**config.mk**
```make
export PLATFORM = sky130hd
export DESIGN_NAME = char_range_translate
export DESIGN_NICKNAME = d
export VERILOG_FILES = /design/src/crt_pkg.sv /design/src/crt_tables.sv /design/src/crt_divider.sv /design/src/char_range_translate.sv
export SDC_FILE = /design/constraint.sdc
export NUM_CORES = 2
export LEC_CHECK = 0
export BUFFER_PORTS_ARGS = -buffer_cell sky130_fd_sc_hd__buf_2
export CORE_MARGIN = 5
export CORE_UTILIZATION = 55
export DETAILED_ROUTE_END_ITERATION = 8
export HOLD_SLACK_MARGIN = 0.02
export PLACE_DENSITY = 0.85
export SETUP_SLACK_MARGIN = 0.02
export SYNTH_ARGS = -nofsm -noshare
export SYNTH_HDL_FRONTEND = slang
export SYNTH_SLANG_ARGS = --single-unit
```
**constraint.sdc**
```tcl
create_clock -name clock -period 10.6 [get_ports clock]
set_input_delay 0 -clock clock [delete_from_list [all_inputs] [get_ports clock]]
set_output_delay 0 -clock clock [all_outputs]
set_load 0.02 [all_outputs]
```
**src/crt_pkg.sv**
```systemverilog
`timescale 1ns / 1ps
package crt_pkg;

   localparam int CpW    = 21;  // code point width
   localparam int RepW   = 24;  // repeat count width
   localparam int CountW = 5;   // set count register width
   localparam int CsrIdxW = 3;

   // item functions
   localparam logic [1:0] FUNC_LOAD_SET1  = 2'd0;
   localparam logic [1:0] FUNC_LOAD_SET2  = 2'd1;
   localparam logic [1:0] FUNC_TRANSLATE  = 2'd2;

   // register indexes
   localparam logic [CsrIdxW-1:0] CSR_COMPLEMENT = 3'd0;
   localparam logic [CsrIdxW-1:0] CSR_DELETE     = 3'd1;
   localparam logic [CsrIdxW-1:0] CSR_SQUEEZE    = 3'd2;
   localparam logic [CsrIdxW-1:0] CSR_SET1_COUNT = 3'd3;
   localparam logic [CsrIdxW-1:0] CSR_SET2_COUNT = 3'd4;

   typedef struct packed {
      logic [CpW-1:0] first;
      logic [CpW-1:0] last;
   } span_type;

   typedef struct packed {
      span_type        bounds;
      logic [RepW-1:0] rep;
   } entry_type;

   // length of an inclusive range, zero when inverted
   function automatic logic [CpW:0] span_len(input span_type s);
      logic [CpW:0] len;
      if (s.last >= s.first) begin
         len = {1'b0, s.last - s.first} + {{CpW{1'b0}}, 1'b1};
      end else begin
         len = '0;
      end
      return len;
   endfunction

endpackage

```
**src/crt_tables.sv**
```systemverilog
`timescale 1ns / 1ps
module crt_tables
   import crt_pkg::*;
#(
   parameter int DEPTH = 16,
   parameter int IW    = 4
) (
   input  logic            clock,
   input  logic            set1_we,
   input  logic            set2_we,
   input  logic [IW-1:0]   wr_addr,
   input  span_type        set1_wdata,
   input  entry_type       set2_wdata,
   input  logic [IW-1:0]   rd_addr,
   output span_type        set1_rdata,
   output entry_type       set2_rdata
);

   span_type  set1_mem [DEPTH];
   entry_type set2_mem [DEPTH];
   span_type  set1_rd_ff;
   entry_type set2_rd_ff;

   always_ff @(posedge clock) begin
      if (set1_we) begin
         set1_mem[wr_addr] <= set1_wdata;
      end
      set1_rd_ff <= set1_mem[rd_addr];
   end

   always_ff @(posedge clock) begin
      if (set2_we) begin
         set2_mem[wr_addr] <= set2_wdata;
      end
      set2_rd_ff <= set2_mem[rd_addr];
   end

   assign set1_rdata = set1_rd_ff;
   assign set2_rdata = set2_rd_ff;

endmodule

```
**src/crt_divider.sv**
```systemverilog
`timescale 1ns / 1ps
module crt_divider
   import crt_pkg::*;
#(
   parameter int DW = 27
) (
   input  logic            clock,
   input  logic            reset,
   input  logic            start,
   input  logic [DW-1:0]   dividend,
   input  logic [RepW-1:0] divisor,
   output logic            done,
   output logic [DW-1:0]   quotient
);

   localparam int CntW = $clog2(DW + 1);

   logic [DW-1:0]   quo_ff, quo_in;
   logic [RepW-1:0] rem_ff, rem_in;
   logic [RepW-1:0] div_ff, div_in;
   logic [CntW-1:0] cnt_ff, cnt_in;
   logic            busy_ff, busy_in;
   logic            done_ff, done_in;
   logic [RepW:0]   shifted;
   logic [RepW:0]   trial;

   // restoring division, one quotient bit per cycle
   always_comb begin
      shifted = {rem_ff, quo_ff[DW-1]};
      trial   = shifted - {1'b0, div_ff};
      quo_in  = quo_ff;
      rem_in  = rem_ff;
      div_in  = div_ff;
      cnt_in  = cnt_ff;
      busy_in = busy_ff;
      done_in = 1'b0;
      if (start) begin
         quo_in  = dividend;
         rem_in  = '0;
         div_in  = divisor;
         cnt_in  = CntW'(DW);
         busy_in = 1'b1;
      end else if (busy_ff) begin
         if (!trial[RepW]) begin
            rem_in = trial[RepW-1:0];
            quo_in = {quo_ff[DW-2:0], 1'b1};
         end else begin
            rem_in = shifted[RepW-1:0];
            quo_in = {quo_ff[DW-2:0], 1'b0};
         end
         cnt_in = cnt_ff - 1'b1;
         if (cnt_ff == CntW'(1)) begin
            busy_in = 1'b0;
            done_in = 1'b1;
         end
      end
   end

   always_ff @(posedge clock) begin
      if (reset) begin
         busy_ff <= 1'b0;
         done_ff <= 1'b0;
         cnt_ff  <= '0;
      end else begin
         busy_ff <= busy_in;
         done_ff <= done_in;
         cnt_ff  <= cnt_in;
      end
      quo_ff <= quo_in;
      rem_ff <= rem_in;
      div_ff <= div_in;
   end

   assign done     = done_ff;
   assign quotient = quo_ff;

endmodule

```
**src/char_range_translate.sv**
```systemverilog
`timescale 1ns / 1ps
// character translate / delete / squeeze unit; load transactions (func 0 and 1) write one
// slot of the set-one range table or the set-two entry table; a translate transaction walks
// the set-one table entry by entry, a read state then an evaluate state, until a hit; on a
// hit with neither delete nor complement set, it walks the set-two table through read,
// multiply and compare states to find the target entry, then does a one-bit-per-cycle divide
// for repeated entries (27 quotient bits at 16 ranges); an emit state then hands the
// character to the output register and waits while a held result is stalled; both tables
// sit behind one read port with registered read data, which sets the walk pace; one
// transaction is in work at a time and a finished character waits in the output register
// while the next transaction is taken; tables are not cleared by reset and must be loaded
// before use
module char_range_translate
   import crt_pkg::*;
#(
   parameter int MAX_RANGES = 16
) (
   input  logic               clock,
   input  logic               reset,
   // request channel
   input  logic               req_valid,
   output logic               req_stall,
   input  logic [1:0]         req_func,
   input  logic [3:0]         req_table_index,
   input  logic [CpW-1:0]     req_range_first,
   input  logic [CpW-1:0]     req_range_last,
   input  logic [RepW-1:0]    req_repeat_count,
   input  logic [CpW-1:0]     req_char_in,
   // response channel
   output logic               rsp_valid,
   input  logic               rsp_stall,
   output logic [CpW-1:0]     rsp_char_out,
   // register write port
   input  logic               csr_write_enable,
   input  logic [CsrIdxW-1:0] csr_index,
   input  logic [CountW-1:0]  csr_write_data
);

   localparam int IW = (MAX_RANGES > 1) ? $clog2(MAX_RANGES) : 1;
   localparam int CW = $clog2(MAX_RANGES + 1);
   localparam int OW = CpW + 1 + CW;           // set-one offset
   localparam int LW = CpW + 1 + RepW;         // set-two entry length
   localparam int BW = LW + CW;                // set-two running base

   localparam logic [3:0] ST_IDLE    = 4'd0;
   localparam logic [3:0] ST_S1_RD   = 4'd1;
   localparam logic [3:0] ST_S1_EV   = 4'd2;
   localparam logic [3:0] ST_S2_RD   = 4'd3;
   localparam logic [3:0] ST_S2_MUL  = 4'd4;
   localparam logic [3:0] ST_S2_CMP  = 4'd5;
   localparam logic [3:0] ST_DIV     = 4'd6;
   localparam logic [3:0] ST_LAST_RD = 4'd7;
   localparam logic [3:0] ST_LAST_EV = 4'd8;
   localparam logic [3:0] ST_EMIT    = 4'd9;

   // configuration
   logic              cm_ff, dm_ff, sm_ff;
   logic [CountW-1:0] set1_count_ff, set2_count_ff;

   // control
   logic [3:0]     state_ff, state_in;
   logic [CW-1:0]  idx_ff, idx_in;
   logic [OW-1:0]  acc_ff, acc_in;            // set-one running offset, then the offset
   logic [BW-1:0]  base_ff, base_in;
   logic [LW-1:0]  len_ff, len_in;
   logic [CpW-1:0] char_ff, char_in;
   logic [CpW-1:0] val_ff, val_in;
   logic           sq_ff, sq_in;              // drop if equal to last emitted
   logic           nohit_ff, nohit_in;        // last-entry read for a set-one miss
   logic [CpW-1:0] last_ff, last_in;
   logic           rsp_valid_ff, rsp_valid_in;
   logic [CpW-1:0] rsp_char_ff, rsp_char_in;

   logic [CW-1:0]  n1, n2;
   logic [8:0]     slot_ext;
   logic           slot_ok;
   logic           accept;
   logic [IW-1:0]  rd_addr;
   span_type       s1_rd;
   entry_type      s2_rd;
   logic           hit;
   logic           div_start;
   logic [OW-1:0]  div_dividend;
   logic           div_done;
   logic [OW-1:0]  div_quotient;
   logic [BW:0]    base_plus;

   assign n1 = ({4'b0, set1_count_ff} > 9'(MAX_RANGES)) ? CW'(MAX_RANGES) : CW'(set1_count_ff);
   assign n2 = ({4'b0, set2_count_ff} > 9'(MAX_RANGES)) ? CW'(MAX_RANGES) : CW'(set2_count_ff);

   assign slot_ext = {5'b0, req_table_index};
   assign slot_ok  = slot_ext < 9'(MAX_RANGES);
   assign accept   = req_valid && !req_stall;
   assign req_stall = (state_ff != ST_IDLE);

   always_comb begin
      case (state_ff)
         ST_S1_RD:   rd_addr = idx_ff[IW-1:0];
         ST_S2_RD, ST_S2_MUL, ST_S2_CMP: rd_addr = idx_ff[IW-1:0];
         ST_LAST_RD: rd_addr = IW'(n2 - 1'b1);
         default:    rd_addr = idx_ff[IW-1:0];
      endcase
   end

   crt_tables #(
      .DEPTH (MAX_RANGES),
      .IW    (IW)
   ) u_tables (
      .clock      (clock),
      .set1_we    (accept && slot_ok && req_func == FUNC_LOAD_SET1),
      .set2_we    (accept && slot_ok && req_func == FUNC_LOAD_SET2),
      .wr_addr    (slot_ext[IW-1:0]),
      .set1_wdata ('{first: req_range_first, last: req_range_last}),
      .set2_wdata ('{bounds: '{first: req_range_first, last: req_range_last},
                     rep: req_repeat_count}),
      .rd_addr    (rd_addr),
      .set1_rdata (s1_rd),
      .set2_rdata (s2_rd)
   );

   crt_divider #(
      .DW (OW)
   ) u_divider (
      .clock    (clock),
      .reset    (reset),
      .start    (div_start),
      .dividend (div_dividend),
      .divisor  (s2_rd.rep),
      .done     (div_done),
      .quotient (div_quotient)
   );

   assign hit          = (s1_rd.first <= char_ff) && (char_ff <= s1_rd.last);
   assign base_plus    = {1'b0, base_ff} + {{(CW + 1){1'b0}}, len_ff};
   assign div_dividend = acc_ff - OW'(base_ff);

   always_comb begin
      state_in  = state_ff;
      idx_in    = idx_ff;
      acc_in    = acc_ff;
      base_in   = base_ff;
      len_in    = len_ff;
      char_in   = char_ff;
      val_in    = val_ff;
      sq_in     = sq_ff;
      nohit_in  = nohit_ff;
      last_in   = last_ff;
      div_start = 1'b0;
      rsp_char_in  = rsp_char_ff;
      rsp_valid_in = rsp_valid_ff && rsp_stall;

      case (state_ff)
         ST_IDLE: begin
            if (accept && req_func == FUNC_TRANSLATE) begin
               char_in = req_char_in;
               idx_in  = '0;
               acc_in  = '0;
               if (n1 != '0) begin
                  state_in = ST_S1_RD;
               end else if (cm_ff && n2 != '0) begin
                  nohit_in = 1'b1;
                  state_in = ST_LAST_RD;
               end else if (dm_ff && cm_ff) begin
                  state_in = ST_IDLE;
               end else begin
                  val_in   = req_char_in;
                  sq_in    = dm_ff && sm_ff;
                  state_in = ST_EMIT;
               end
            end
         end
         ST_S1_RD: state_in = ST_S1_EV;
         ST_S1_EV: begin
            if (hit) begin
               if (dm_ff) begin
                  if (!cm_ff) begin
                     state_in = ST_IDLE;
                  end else begin
                     val_in   = char_ff;
                     sq_in    = sm_ff;
                     state_in = ST_EMIT;
                  end
               end else if (cm_ff) begin
                  val_in   = char_ff;
                  sq_in    = 1'b0;
                  state_in = ST_EMIT;
               end else begin
                  acc_in = acc_ff + OW'(char_ff - s1_rd.first);
                  if (n2 == '0) begin
                     val_in   = char_ff;
                     sq_in    = sm_ff;
                     state_in = ST_EMIT;
                  end else begin
                     idx_in   = '0;
                     base_in  = '0;
                     state_in = ST_S2_RD;
                  end
               end
            end else begin
               acc_in = acc_ff + OW'(span_len(s1_rd));
               idx_in = idx_ff + 1'b1;
               if (idx_ff + 1'b1 == n1) begin
                  // set-one miss
                  if (cm_ff && n2 != '0) begin
                     nohit_in = 1'b1;
                     state_in = ST_LAST_RD;
                  end else if (dm_ff && cm_ff) begin
                     state_in = ST_IDLE;
                  end else begin
                     val_in   = char_ff;
                     sq_in    = dm_ff && sm_ff;
                     state_in = ST_EMIT;
                  end
               end else begin
                  state_in = ST_S1_RD;
               end
            end
         end
         ST_S2_RD: state_in = ST_S2_MUL;
         ST_S2_MUL: begin
            len_in   = span_len(s2_rd.bounds) * s2_rd.rep;
            state_in = ST_S2_CMP;
         end
         ST_S2_CMP: begin
            if (base_plus > {{(BW + 1 - OW){1'b0}}, acc_ff}) begin
               // offset lands in this entry, len > 0 so repeat is nonzero
               val_in    = s2_rd.bounds.first;
               div_start = 1'b1;
               state_in  = ST_DIV;
            end else begin
               base_in = base_plus[BW-1:0];
               idx_in  = idx_ff + 1'b1;
               if (idx_ff + 1'b1 == n2) begin
                  // offset beyond set two
                  nohit_in = 1'b0;
                  state_in = ST_LAST_RD;
               end else begin
                  state_in = ST_S2_RD;
               end
            end
         end
         ST_DIV: begin
            if (div_done) begin
               val_in   = val_ff + CpW'(div_quotient);
               sq_in    = sm_ff;
               state_in = ST_EMIT;
            end
         end
         ST_LAST_RD: state_in = ST_LAST_EV;
         ST_LAST_EV: begin
            val_in = s2_rd.bounds.last;
            if (nohit_ff) begin
               if (dm_ff && cm_ff) begin
                  state_in = ST_IDLE;
               end else begin
                  sq_in    = dm_ff && sm_ff;
                  state_in = ST_EMIT;
               end
            end else begin
               sq_in    = 1'b0;
               state_in = ST_EMIT;
            end
         end
         ST_EMIT: begin
            if (sq_ff && val_ff == last_ff) begin
               state_in = ST_IDLE;
            end else if (!rsp_valid_ff || !rsp_stall) begin
               rsp_valid_in = 1'b1;
               rsp_char_in  = val_ff;
               last_in      = val_ff;
               state_in     = ST_IDLE;
            end
         end
         default: state_in = ST_IDLE;
      endcase
   end

   always_ff @(posedge clock) begin
      if (reset) begin
         state_ff      <= ST_IDLE;
         rsp_valid_ff  <= 1'b0;
         last_ff       <= '0;
         cm_ff         <= 1'b0;
         dm_ff         <= 1'b0;
         sm_ff         <= 1'b0;
         set1_count_ff <= '0;
         set2_count_ff <= '0;
      end else begin
         state_ff     <= state_in;
         rsp_valid_ff <= rsp_valid_in;
         last_ff      <= last_in;
         if (csr_write_enable) begin
            case (csr_index)
               CSR_COMPLEMENT: cm_ff <= csr_write_data[0];
               CSR_DELETE:     dm_ff <= csr_write_data[0];
               CSR_SQUEEZE:    sm_ff <= csr_write_data[0];
               CSR_SET1_COUNT: set1_count_ff <= csr_write_data;
               CSR_SET2_COUNT: set2_count_ff <= csr_write_data;
               default: ;
            endcase
         end
      end
      idx_ff      <= idx_in;
      acc_ff      <= acc_in;
      base_ff     <= base_in;
      len_ff      <= len_in;
      char_ff     <= char_in;
      val_ff      <= val_in;
      sq_ff       <= sq_in;
      nohit_ff    <= nohit_in;
      rsp_char_ff <= rsp_char_in;
   end

   assign rsp_valid    = rsp_valid_ff;
   assign rsp_char_out = rsp_char_ff;

endmodule
```
==> results.sh <==
export IMPL_outcome="complete, but fails checks"
export IMPL_violations="antenna violations, design-rule violations"
export IMPL_dieArea_sq_um=211000
export IMPL_grt_pass1_wl_mm=480
export IMPL_setup_viol=0
export IMPL_wl_mm=326
export IMPL_via_count=72100
export IMPL_muxShareOfSynthArea=0.107
export IMPL_synth_avg_cell_area_sq_um=14.2
export IMPL_max_freq_mhz=97.9
export IMPL_ys_seq_area_frac=0.566
export IMPL_drtIter0Drc=9710
export IMPL_max_slew_worst_pin_slew_ns=1.30
export IMPL_hold_viol=0
export IMPL_place_ws_ns=0.184
export IMPL_whs_ns=0.0772
export IMPL_grtUsageTotal=0.307
export IMPL_period_share=0.963
export IMPL_dp_hpwl_mm=194
export IMPL_cts_buffer_depth=3
export IMPL_critPathArrivalTime_ns=10.76
export IMPL_grt_overflow=0
export IMPL_maxCapViolCount=0
export IMPL_crit_family="adder cells"
export IMPL_htree_num_levels=4
export IMPL_synth_simple_area_share=0.0742
export IMPL_synth_top_family_by_area="adder cells"
export IMPL_nets=9051
export IMPL_area_growth_pct=11.7
export IMPL_layout_common_cells="edfxtp_1, inv_1, nand2_1"
export IMPL_num_rows=164
export IMPL_skew_ns=0.149
export IMPL_synth_xor_area_share=0.0227
export IMPL_place_gp_congestion=0.954
export IMPL_cp_required_ns=11.15
export IMPL_critPathSlowestCell="or4b_4"
export IMPL_mostFrequentLayoutCell="edfxtp_1"
export IMPL_critPathCaptureType="flip-flop"
export IMPL_remaining_drc_errors=65
export IMPL_min_path_type="input pin to flip-flop"
export IMPL_clk_pin_slew_ns=0.07
export IMPL_finalWorstSetupSlack_ns=0.387
export IMPL_cts_tree="yes"
export IMPL_first_pass_iters=9
export IMPL_worst_slew_margin_rel=0.132
export IMPL_die_width_microns=459
export IMPL_antenna_found_initial=26
export IMPL_drtAntennaViolNets=1
export IMPL_critPathKind="flip-flop to flip-flop"
export IMPL_fillCellCount=13800
export IMPL_period_minus_slack_ns=10.21
export IMPL_synthAdderAreaFrac=0.128
export IMPL_synth_edf_count=1973
export IMPL_drive_gt1_frac=0.144
export IMPL_synth_nets=8758
export IMPL_slowest_delay_ns=0.59
export IMPL_cp_common_cell="fa_1"
export IMPL_critPathBufInv=8
export IMPL_yosysUniqueCellTypes=93
export IMPL_fin_setup_tns_ns=0
export IMPL_cts_sinks=2151
export IMPL_ff_latch_area_sq_um=62800
export IMPL_grt_max_degree=139
export IMPL_ios=129
export IMPL_port_buffers=128
export IMPL_drv_slew=0
export IMPL_post_drt_wl_per_cell_microns=29.8
export IMPL_viasPerCell=6.60
export IMPL_path_max_fanout=12
export IMPL_core_sq_um=200000
export IMPL_synth_compound_area_frac=0.0651
export IMPL_root_buffer="clkbuf_16"
export IMPL_startpoint_type="flip-flop"
export IMPL_synthCells=7787
export IMPL_clk_insertion_delay_late_ns=0.94
export IMPL_synthArstFlopShare=0
export IMPL_grt_pass1_vias=73400
export IMPL_netlist_area_sq_um=111000
export IMPL_start_util=0.554
export IMPL_synth_ff_type="edfxtp_1"
export IMPL_yosys_warnings=0
export IMPL_multi_input_area_sq_um=44600
export IMPL_chipHeight_microns=459
export IMPL_cts_buffers=206
export IMPL_ys_ff_latch=2151
## path summary, 6_finish.rpt
kind	end	cells past startpoint	slack, ns	start
setup / recovery	len_ff[44]	39	0.39	u_tables.set2_rdata[46]
hold / removal	u_tables.set2_mem[15][1]	2	0.08	req_repeat_count[1]
setup reg to reg	len_ff[44]	39	0.39	u_tables.set2_rdata[46]
hold reg to reg	u_divider.rem_ff[17]	2	0.51	u_divider.rem_ff[17]
## registers in the layout (all words and copies together), names as in the netlist, 27 cells and up
register	cells
base_ff	51
u_tables.set1_rdata	42
u_tables.set1_mem	672
u_tables.set2_mem	1056
u_divider.quotient	27
len_ff	46
u_tables.set2_rdata	66
acc_ff	27
## final cells by class
cell class	count	share of cell area
tap	2656	0.0268
multi-input combinational	4563	0.360
clock buffer	262	0.0441
inverter	704	0.0213
antenna	21	0.000424
sequential	2151	0.507
clock inverter	127	0.0108
timing repair buffer	454	0.0300
## per-stage QoR
step / area (sq um) / util / std cells
6_report: 124000 / 0.619 / 10900
2_1_floorplan: 111000 / - / 7787
3_3_place_gp: 115000 / 0.576 / 10400
4_1_cts: 124000 / 0.617 / 10900
3_5_place_dp: 115000 / 0.576 / 10400
5_1_grt: 124000 / 0.619 / 10900
## synthesized netlist by cell type (9+ instances only)
cell / number / area [sq um]
a222oi_1: 21 / 210
xor2_1: 90 / 788
or3_1: 18 / 113
and3_1: 87 / 544
mux4_2: 432 / 9730
nor2_1: 324 / 1220
xnor2_1: 196 / 1720
a211oi_1: 149 / 1120
o21a_1: 50 / 375
a21o_1: 109 / 818
fa_1: 445 / 8910
nand3_1: 138 / 691
and4_1: 38 / 333
nand2b_1: 38 / 238
a31oi_1: 69 / 432
buf_2: 17 / 85.1
o21ai_0: 150 / 751
edfxtp_1: 1973 / 59200
buf_1: 76 / 285
o22ai_1: 18 / 113
ha_1: 420 / 5260
inv_1: 703 / 2640
mux2_4: 22 / 330
nand2_1: 528 / 1980
nor4_1: 9 / 56.3
a21boi_0: 10 / 75.1
nor3b_1: 13 / 97.6
clkbuf_1: 269 / 1010
dfxtp_1: 178 / 3560
o31a_1: 9 / 78.8
nand3b_1: 10 / 75.1
a21oi_1: 336 / 1680
nor2b_1: 155 / 970
a31o_2: 11 / 96.3
o211ai_1: 28 / 210
a211o_1: 9 / 78.8
mux2i_1: 181 / 1810
nand4_1: 80 / 500
o31ai_1: 12 / 90.1
and2_1: 114 / 713
or2_2: 15 / 93.8
o21bai_1: 27 / 203
nor3_1: 72 / 360
## what timing repair did
item / CTS / global route
setup buffers: 0 / 14
gates resized for setup: 0 / 45
hold buffers: 147 / 0
setup endpoints to repair: 0 / 7
hold endpoints to repair: 1964 / 0
## cell families after synthesis
logic type	after synthesis
AOI/OAI and AO/OA	1106
xor gates and xnor gates	287
adders and majority gates	865
buffers and inverters	1073
DFF	2151
muxes	639
and+or+nand+nor	1666
## worst reg2reg max path, delay by kind of cell (launching register included)
| kind | cells | cell delay [ns] |
|---|---|---|
| compound gates | 13 | 2.56 |
| xor+xnor | 2 | 0.43 |
| simple gates | 7 | 1.63 |
| flops | 1 | 0.36 |
| buf+inv | 8 | 0.89 |
| fa+ha+maj | 9 | 4.04 |
## per-layer routing
layer,vias up,share of wire,GRT usage
met5,-,0.00035,0
met3,1203,0.12,0.0753
met2,5469,0.48,0.501
met4,16,0.066,0.168
li1,29400,-,-
met1,36000,0.34,0.379
Power is not shown: default switching activity piles up to over one toggle a cycle in this logic, so the estimate is an artifact.
